[config.mk]
export PLATFORM = sky130hd
export DESIGN_NAME = line_sensor_centroid
export DESIGN_NICKNAME = d
export VERILOG_FILES = /design/src/hdl/lsc_pkg.sv /design/src/hdl/line_sensor_centroid.sv
export VERILOG_INCLUDE_DIRS = /design/src /design/src/hdl
export SDC_FILE = /design/constraint.sdc
export NUM_CORES = 2
export LEC_CHECK = 0
export ABC_AREA = 1
export BUFFER_PORTS_ARGS = -buffer_cell sky130_fd_sc_hd__buf_2
export CORE_MARGIN = 1
export CORE_UTILIZATION = 66
export CTS_BUF_LIST = sky130_fd_sc_hd__clkbuf_8
export CTS_CLUSTER_SIZE = 20
export DETAILED_ROUTE_END_ITERATION = 10
export PLACE_DENSITY = 0.81
export SYNTH_ARGS = -nofsm -noshare
export SYNTH_HDL_FRONTEND = slang
export SYNTH_SLANG_ARGS = --single-unit
export TNS_END_PERCENT = 30
[constraint.sdc]
create_clock -name i_clk -period 10.2 [get_ports i_clk]
set_clock_uncertainty 0.15 [all_clocks]
set_input_delay 0.51 -clock i_clk [delete_from_list [all_inputs] [get_ports i_clk]]
set_output_delay 0.51 -clock i_clk [all_outputs]
set_load 0.02 [all_outputs]
[src/hdl/line_sensor_centroid_macros.svh]
// ----------------------------------------------------------------------------
// line_sensor_centroid_macros
// assertion helpers used by the line sensor centroid rtl
// ----------------------------------------------------------------------------
`ifndef LINE_SENSOR_CENTROID_MACROS_SVH
`define LINE_SENSOR_CENTROID_MACROS_SVH

`ifndef SYNTHESIS

// same-cycle implication, checked out of reset
`define LSC_ASSERT_IMPL(label, clk, rst_n, ante, cons) \
    label: assert property (@(posedge clk) disable iff (!rst_n) (ante) |-> (cons)) \
        else $error("line_sensor_centroid: assertion failed");

// next-cycle implication, checked out of reset
`define LSC_ASSERT_NEXT(label, clk, rst_n, ante, cons) \
    label: assert property (@(posedge clk) disable iff (!rst_n) (ante) |=> (cons)) \
        else $error("line_sensor_centroid: assertion failed");

`else

`define LSC_ASSERT_IMPL(label, clk, rst_n, ante, cons)
`define LSC_ASSERT_NEXT(label, clk, rst_n, ante, cons)

`endif

`endif

[src/hdl/lsc_pkg.sv]
// ----------------------------------------------------------------------------
// lsc_pkg
// widths, register codes and item types of the line sensor centroid
// ----------------------------------------------------------------------------
`timescale 1ns / 1ps
`default_nettype none

package lsc_pkg;

    localparam int NUM_SENSORS = 9;
    localparam int SAMPLE_BITS = 16;

    localparam int FIELD_W   = 16;
    localparam int CFG_W     = 16;
    localparam int POS_W     = 19;
    localparam int CFG_IDX_W = 2;

    // corrected reading, plain sum, index-weighted sum, scaled sum
    localparam int SB      = SAMPLE_BITS;
    localparam int SW      = SB + $clog2(NUM_SENSORS);
    localparam int KSUM    = NUM_SENSORS * (NUM_SENSORS - 1) / 2;
    localparam int TW      = SB + $clog2(KSUM + 1);
    localparam int WW      = CFG_W + TW;
    localparam int NGRP    = (NUM_SENSORS + 2) / 3;

    // stage map: correct, group sums, total sums, scale, then one per quotient bit
    localparam int ST_COR  = 0;
    localparam int ST_GRP  = 1;
    localparam int ST_SUM  = 2;
    localparam int ST_MUL  = 3;
    localparam int ST_DIV  = 4;
    localparam int NSTG    = ST_DIV + POS_W;

    localparam logic [CFG_IDX_W-1:0] REG_MIN = CFG_IDX_W'(0);
    localparam logic [CFG_IDX_W-1:0] REG_MAX = CFG_IDX_W'(1);

    localparam logic [CFG_W-1:0] MIN_RESET = '0;
    localparam logic [CFG_W-1:0] MAX_RESET = '1;

    typedef struct packed {
        logic [FIELD_W-1:0] sensor_0;
        logic [FIELD_W-1:0] sensor_1;
        logic [FIELD_W-1:0] sensor_2;
        logic [FIELD_W-1:0] sensor_3;
        logic [FIELD_W-1:0] sensor_4;
        logic [FIELD_W-1:0] sensor_5;
        logic [FIELD_W-1:0] sensor_6;
        logic [FIELD_W-1:0] sensor_7;
        logic [FIELD_W-1:0] sensor_8;
    } t_lsc_in;

    typedef struct packed {
        logic [POS_W-1:0] position;
        logic             line_seen;
    } t_lsc_out;

endpackage

`default_nettype wire

[src/hdl/line_sensor_centroid.sv]
// ----------------------------------------------------------------------------
// line_sensor_centroid
// weighted centroid of one frame of line sensor readings, fully pipelined
// ----------------------------------------------------------------------------
// usage:
//   input channel  (i_in_valid / o_in_ready / i_in_data): one item is a frame
//     of nine raw readings. output channel (o_out_valid / i_out_ready /
//     o_out_data): one item per frame, position and line_seen.
//   config channel (i_cfg_valid / o_cfg_ready / i_cfg_index / i_cfg_data):
//     index 0 writes min_value, index 1 writes max_value, others are dropped.
//     o_cfg_ready is always high; write only while the pipeline is empty.
//   throughput: one item per clock unless the output stalls; 23 register stages
//     (correct, group sums, totals, scale multiply, 19 restoring divide stages)
//   reset: all stage valid bits clear, min_value = 0, max_value = 65535
//   stall: each stage holds while the one after it is full and stalled, so
//     bubbles close up and input is taken until all 23 stages are full
// ----------------------------------------------------------------------------
`timescale 1ns / 1ps
`default_nettype none

`include "line_sensor_centroid_macros.svh"

module line_sensor_centroid
    import lsc_pkg::*;
(
    input  wire logic                 i_clk,
    input  wire logic                 i_rst_n,
    input  wire logic                 i_in_valid,
    output logic                      o_in_ready,
    input  wire t_lsc_in              i_in_data,
    output logic                      o_out_valid,
    input  wire logic                 i_out_ready,
    output t_lsc_out                  o_out_data,
    input  wire logic                 i_cfg_valid,
    output logic                      o_cfg_ready,
    input  wire logic [CFG_IDX_W-1:0] i_cfg_index,
    input  wire logic [CFG_W-1:0]     i_cfg_data
);

    // configuration registers
    logic [CFG_W-1:0] r_min;
    logic [CFG_W-1:0] r_max;

    // per-stage valid bits and advance enables
    logic [NSTG-1:0] r_vld;
    logic [NSTG-1:0] w_adv;

    // stage 0: corrected readings and weight step
    logic [SB-1:0]    n_v [NUM_SENSORS];
    logic [SB-1:0]    r_v [NUM_SENSORS];
    logic [CFG_W-1:0] n_step;
    logic [CFG_W-1:0] r_step0;
    logic [FIELD_W-1:0] w_raw [9];

    // stage 1: sums over groups of three sensors
    logic [SW-1:0]    n_gs [NGRP];
    logic [TW-1:0]    n_gt [NGRP];
    logic [SW-1:0]    r_gs [NGRP];
    logic [TW-1:0]    r_gt [NGRP];
    logic [CFG_W-1:0] r_step1;

    // stage 2: totals
    logic [SW-1:0]    n_s2;
    logic [TW-1:0]    n_t2;
    logic [SW-1:0]    r_s2;
    logic [TW-1:0]    r_t2;
    logic [CFG_W-1:0] r_step2;

    // stage 3: scaled weighted sum
    logic [WW-1:0]    r_w3;
    logic [SW-1:0]    r_s3;
    logic             r_seen3;

    // divide stages: partial remainder, unused dividend bits, quotient so far
    logic [SW-1:0]    n_rem [POS_W];
    logic [POS_W-1:0] n_low [POS_W];
    logic [POS_W-1:0] n_quo [POS_W];
    logic [SW-1:0]    r_rem [POS_W];
    logic [POS_W-1:0] r_low [POS_W];
    logic [POS_W-1:0] r_quo [POS_W];
    logic [SW-1:0]    r_den [POS_W];
    logic             r_seen [POS_W];

    // ready chain: a stage can take data when empty or when it drains itself
    always_comb begin
        w_adv[NSTG-1] = !r_vld[NSTG-1] || i_out_ready;
        for (int i = NSTG - 2; i >= 0; i--) begin
            w_adv[i] = !r_vld[i] || w_adv[i+1];
        end
    end

    assign o_in_ready  = w_adv[0];
    assign o_cfg_ready = 1'b1;

    always_ff @(posedge i_clk) begin
        if (!i_rst_n) begin
            r_vld <= '0;
        end else begin
            if (w_adv[0]) begin
                r_vld[0] <= i_in_valid;
            end
            for (int i = 1; i < NSTG; i++) begin
                if (w_adv[i]) begin
                    r_vld[i] <= r_vld[i-1];
                end
            end
        end
    end

    always_ff @(posedge i_clk) begin
        if (!i_rst_n) begin
            r_min <= MIN_RESET;
            r_max <= MAX_RESET;
        end else if (i_cfg_valid) begin
            unique case (i_cfg_index)
                REG_MIN: r_min <= i_cfg_data;
                REG_MAX: r_max <= i_cfg_data;
                default: ;
            endcase
        end
    end

    // stage 0: subtract dark level, clamp at zero
    always_comb begin
        w_raw[0] = i_in_data.sensor_0;
        w_raw[1] = i_in_data.sensor_1;
        w_raw[2] = i_in_data.sensor_2;
        w_raw[3] = i_in_data.sensor_3;
        w_raw[4] = i_in_data.sensor_4;
        w_raw[5] = i_in_data.sensor_5;
        w_raw[6] = i_in_data.sensor_6;
        w_raw[7] = i_in_data.sensor_7;
        w_raw[8] = i_in_data.sensor_8;
        for (int k = 0; k < NUM_SENSORS; k++) begin
            if (CFG_W'(w_raw[k][SB-1:0]) > r_min) begin
                n_v[k] = SB'(CFG_W'(w_raw[k][SB-1:0]) - r_min);
            end else begin
                n_v[k] = '0;
            end
        end
        // max below min gives a zero weight step
        n_step = (r_max >= r_min) ? (r_max - r_min) : '0;
    end

    // stage 1: partial sums, weight k is a constant multiply
    always_comb begin
        for (int g = 0; g < NGRP; g++) begin
            n_gs[g] = '0;
            n_gt[g] = '0;
            for (int j = 0; j < 3; j++) begin
                if (3 * g + j < NUM_SENSORS) begin
                    n_gs[g] = n_gs[g] + SW'(r_v[3*g+j]);
                    n_gt[g] = n_gt[g] + TW'(r_v[3*g+j]) * TW'(3 * g + j);
                end
            end
        end
    end

    // stage 2: totals
    always_comb begin
        n_s2 = '0;
        n_t2 = '0;
        for (int g = 0; g < NGRP; g++) begin
            n_s2 = n_s2 + r_gs[g];
            n_t2 = n_t2 + r_gt[g];
        end
    end

    // divide stages: one restoring step each, quotient known below 2^POS_W
    always_comb begin
        logic [SW-1:0]    rem_in;
        logic [POS_W-1:0] low_in;
        logic [POS_W-1:0] quo_in;
        logic [SW-1:0]    den_in;
        logic [SW:0]      trial;
        for (int j = 0; j < POS_W; j++) begin
            if (j == 0) begin
                rem_in = SW'(r_w3 >> POS_W);
                low_in = r_w3[POS_W-1:0];
                quo_in = '0;
                den_in = r_s3;
            end else begin
                rem_in = r_rem[j-1];
                low_in = r_low[j-1];
                quo_in = r_quo[j-1];
                den_in = r_den[j-1];
            end
            trial = {rem_in, low_in[POS_W-1]};
            if (trial >= {1'b0, den_in}) begin
                n_rem[j] = SW'(trial - {1'b0, den_in});
                n_quo[j] = {quo_in[POS_W-2:0], 1'b1};
            end else begin
                n_rem[j] = SW'(trial);
                n_quo[j] = {quo_in[POS_W-2:0], 1'b0};
            end
            n_low[j] = {low_in[POS_W-2:0], 1'b0};
        end
    end

    // payload registers, each loads when its stage advances
    always_ff @(posedge i_clk) begin
        if (w_adv[ST_COR]) begin
            for (int k = 0; k < NUM_SENSORS; k++) begin
                r_v[k] <= n_v[k];
            end
            r_step0 <= n_step;
        end
        if (w_adv[ST_GRP]) begin
            for (int g = 0; g < NGRP; g++) begin
                r_gs[g] <= n_gs[g];
                r_gt[g] <= n_gt[g];
            end
            r_step1 <= r_step0;
        end
        if (w_adv[ST_SUM]) begin
            r_s2    <= n_s2;
            r_t2    <= n_t2;
            r_step2 <= r_step1;
        end
        if (w_adv[ST_MUL]) begin
            r_w3    <= WW'(r_step2) * WW'(r_t2);
            r_s3    <= r_s2;
            r_seen3 <= (r_s2 != '0);
        end
        for (int j = 0; j < POS_W; j++) begin
            if (w_adv[ST_DIV+j]) begin
                r_rem[j]  <= n_rem[j];
                r_low[j]  <= n_low[j];
                r_den[j]  <= (j == 0) ? r_s3 : r_den[j-1];
                r_seen[j] <= (j == 0) ? r_seen3 : r_seen[j-1];
                // a zero sum divides to all ones, so the last stage forces zero
                if (j == POS_W - 1) begin
                    r_quo[j] <= ((j == 0) ? r_seen3 : r_seen[j-1]) ? n_quo[j] : '0;
                end else begin
                    r_quo[j] <= n_quo[j];
                end
            end
        end
    end

    assign o_out_valid          = r_vld[NSTG-1];
    assign o_out_data.position  = r_quo[POS_W-1];
    assign o_out_data.line_seen = r_seen[POS_W-1];

    // no line means a zero position
    `LSC_ASSERT_IMPL(a_no_line_zero, i_clk, i_rst_n,
        o_out_valid && !o_out_data.line_seen, o_out_data.position == '0)
    // input is refused only when every stage holds an item
    `LSC_ASSERT_IMPL(a_full_when_blocked, i_clk, i_rst_n, !o_in_ready, &r_vld)
    // final remainder stays below the divisor
    `LSC_ASSERT_IMPL(a_rem_below_den, i_clk, i_rst_n,
        o_out_valid && o_out_data.line_seen, r_rem[POS_W-1] < r_den[POS_W-1])

endmodule

`default_nettype wire
==> metrics <==
status=complete, no violations; Nets=11439; routability cong.=0.954; Mapped Nets=10855; Setup CP Type=reg2reg; first-pass GRT wire length=377000 µm; Syn Area/Cell=10.4 µm²; core outline area=146000 µm²; worst-skew pair later-pin latency=1.05 ns; IO Port Bufs=188; unrepaired setup endpoints after global routing=false; # Post-CTS Setup Buffers=0; Slew headroom=15.2%; worst min path class=in2reg; Crit path required time=10.78 ns; starting density of the core=66.8%; TritonCTS clock tree=done; clk sink count=1561; TNS Setup=0 ns; drt first pass iters=10; Final min period=7.65 ns; DRC=0; Detailed Place HPWL=182000 µm; share of cells above drive strength 1=6.60%; CTS Buf Count=276; Resize count post-CTS=0; Critical Path End Type=flip-flop; Fillers=9773; Post-synth EDFFs=1506; Max Fclk=0.131 GHz; Die Area=149000 µm²; Congestion Overflow GR=0; Yosys top cell area share=46.4%; fin crit share=75.0%; worst slew pin tran=1.26 ns; Post-Syn Area=97500 µm²; most area-hungry cell type in the Yosys netlist=edfxtp_1; Final Max Slew Viols=0; Layout area overhead=10.9%; highest-count cells in the layout ignoring fill and taps=nand2_1, inv_1, edfxtp_1; largest net degree at the start of global routing=79; initial antenna violation count=9; buffers and inverters on the worst path=5; Iter 0 DRT Violations=5362; Critical Path AT=8.23 ns; Vias/cell=5.82; Final Hold Fails=0; Core Rows=140; WL/cell=20.0 µm; CTS HTree Levels=5; Horiz. Die Dim=386 µm; Die H=386 µm; Yosys reg bits=1561; Synth Warn #=0; Setup-failing EPs final=0; unique cell type count in the Yosys netlist=56; critical path's slowest cell=edfxtp_1; final WL=241000 µm; clock tree root buffer cell=clkbuf_8; CP Cell Sequence=nand2_1, fa_1, inv_1, fa_1, inv_1, fa_1, fa_1, inv_1, fa_1, inv_1, fa_1, inv_1, ha_1, nand2_1, nor2_1, nand2_1, nor4b_1, a21oi_1, o21ai_0, a21oi_1, o21ai_0, xor2_1; synth top area cells=edfxtp_1, ha_1, fa_1; CP delay by family, top=adder cells; Clock Path Buffers=4; Async SR Flop Fraction=0%; Worst-path clk slew=0.06 ns; sequential area share after synthesis=47.5%; Critical Path Max Stage Delay=1.06 ns; vias in the first global route=71886; Top FF cell, synth=edfxtp_1; Top cell by count, worst path=fa_1; Via Count=70185; # IOs=190; commonest non-fill, non-tap cell in the layout=nand2_1; Max Cap Viol=0; Critical Path Start Type=flip-flop; Crit Path Max Fanout=22; Total GRT Usage=32.5%; Syn Inst Count=9374; antenna-violating nets left=0; hold_buf cts=234
worst register-to-register path: cells and delay by family (launching register included):
kind            cells  cell delay (ns)
buf+inv             5             0.28
compound gates      4             1.12
simple gates        5             1.21
fa+ha+maj           7             3.48
xor+xnor            1             0.10
flops               1             1.06
sequential cells by signal, summed over array words and instances, names as in the netlist, 19 cells and up:
| name | cells |
|---|---|
| r_den | 360 |
| r_gs | 54 |
| r_gt | 59 |
| r_low | 171 |
| r_quo | 190 |
| r_rem | 360 |
| r_s2 | 20 |
| r_s3 | 20 |
| r_seen | 19 |
| r_t2 | 22 |
| r_v | 144 |
| r_vld | 23 |
| r_w3 | 38 |
through the flow:
| stage | worst slack [ns] | utilization (%) | std cells | cell area, µm² | hold WS [ns] |
|---|---|---|---|---|---|
| after CTS | 2.66 | 74.1 | 12060 | 108000 | 0.0000873 |
| after floorplan | 1.42 | - | 9374 | 97500 | 0.250 |
| after detailed placement | 2.68 | 68.9 | 11363 | 101000 | 0.255 |
| after global placement | 3.06 | 68.9 | 11363 | 101000 | 0.251 |
| after global routing | 2.22 | 74.1 | 12064 | 108000 | 0.0586 |
| final | 2.55 | 74.1 | 12066 | 108000 | 0.0913 |
synth_stat cells (all sizes together) (46+ instances only):
cell / count
a21o: 46
xor2: 287
nor4: 53
a21oi: 783
o21a: 65
inv: 1472
nand2: 1623
edfxtp: 1506
o21ai: 646
dfxtp: 55
nand3: 239
ha: 826
nor2: 457
clkbuf: 145
nor3: 75
nand4: 54
xnor2: 230
fa: 488
kinds of logic (layout without fill, tap and decap cells):
logic type | count (synthesis) | count (layout) | synth area share (%)
simple gates | 2580 | 2580 | 11.0
xor+xnor | 517 | 517 | 4.64
buf+inv | 1638 | 2407 | 6.32
other cells | 1 | 7 | 0.00384
flops | 1561 | 1561 | 47.5
fa+ha+maj | 1314 | 1314 | 20.6
compound gates | 1763 | 1763 | 9.93
layer usage:
metal,global-route usage (%),routed length (µm)
met5,0,89
met3,5.69,15500
met2,55.6,117000
met4,22.8,19200
met1,37.1,89500
cell type report:
| class | count | area, µm² | area share [%] |
|---|---|---|---|
| Sequential cell | 1561 | 46300 | 42.8 |
| Multi-Input combinational cell | 6175 | 45100 | 41.7 |
| Inverter | 1476 | 5540 | 5.12 |
| Clock buffer | 285 | 3920 | 3.62 |
| Timing Repair Buffer | 468 | 3630 | 3.35 |
| Tap cell | 1917 | 2400 | 2.22 |
| Clock inverter | 178 | 1280 | 1.18 |
| Antenna cell | 6 | 15.0 | 0.0139 |
path summary, 6_finish.rpt:
check | start | to | slack, ns | cells after the start
max reg2reg | r_step2[6] | r_w3[30] | 2.55 | 22
min | i_in_data[19] | r_v[0][115] | 0.09 | 5
max | r_step2[6] | r_w3[30] | 2.55 | 22
min reg2reg | r_low[8][9] | r_low[9][10] | 0.21 | 0
Power is left out: the tool's default activity adds up to more than one toggle a clock period on the data nets, which glitch-free logic cannot reach.
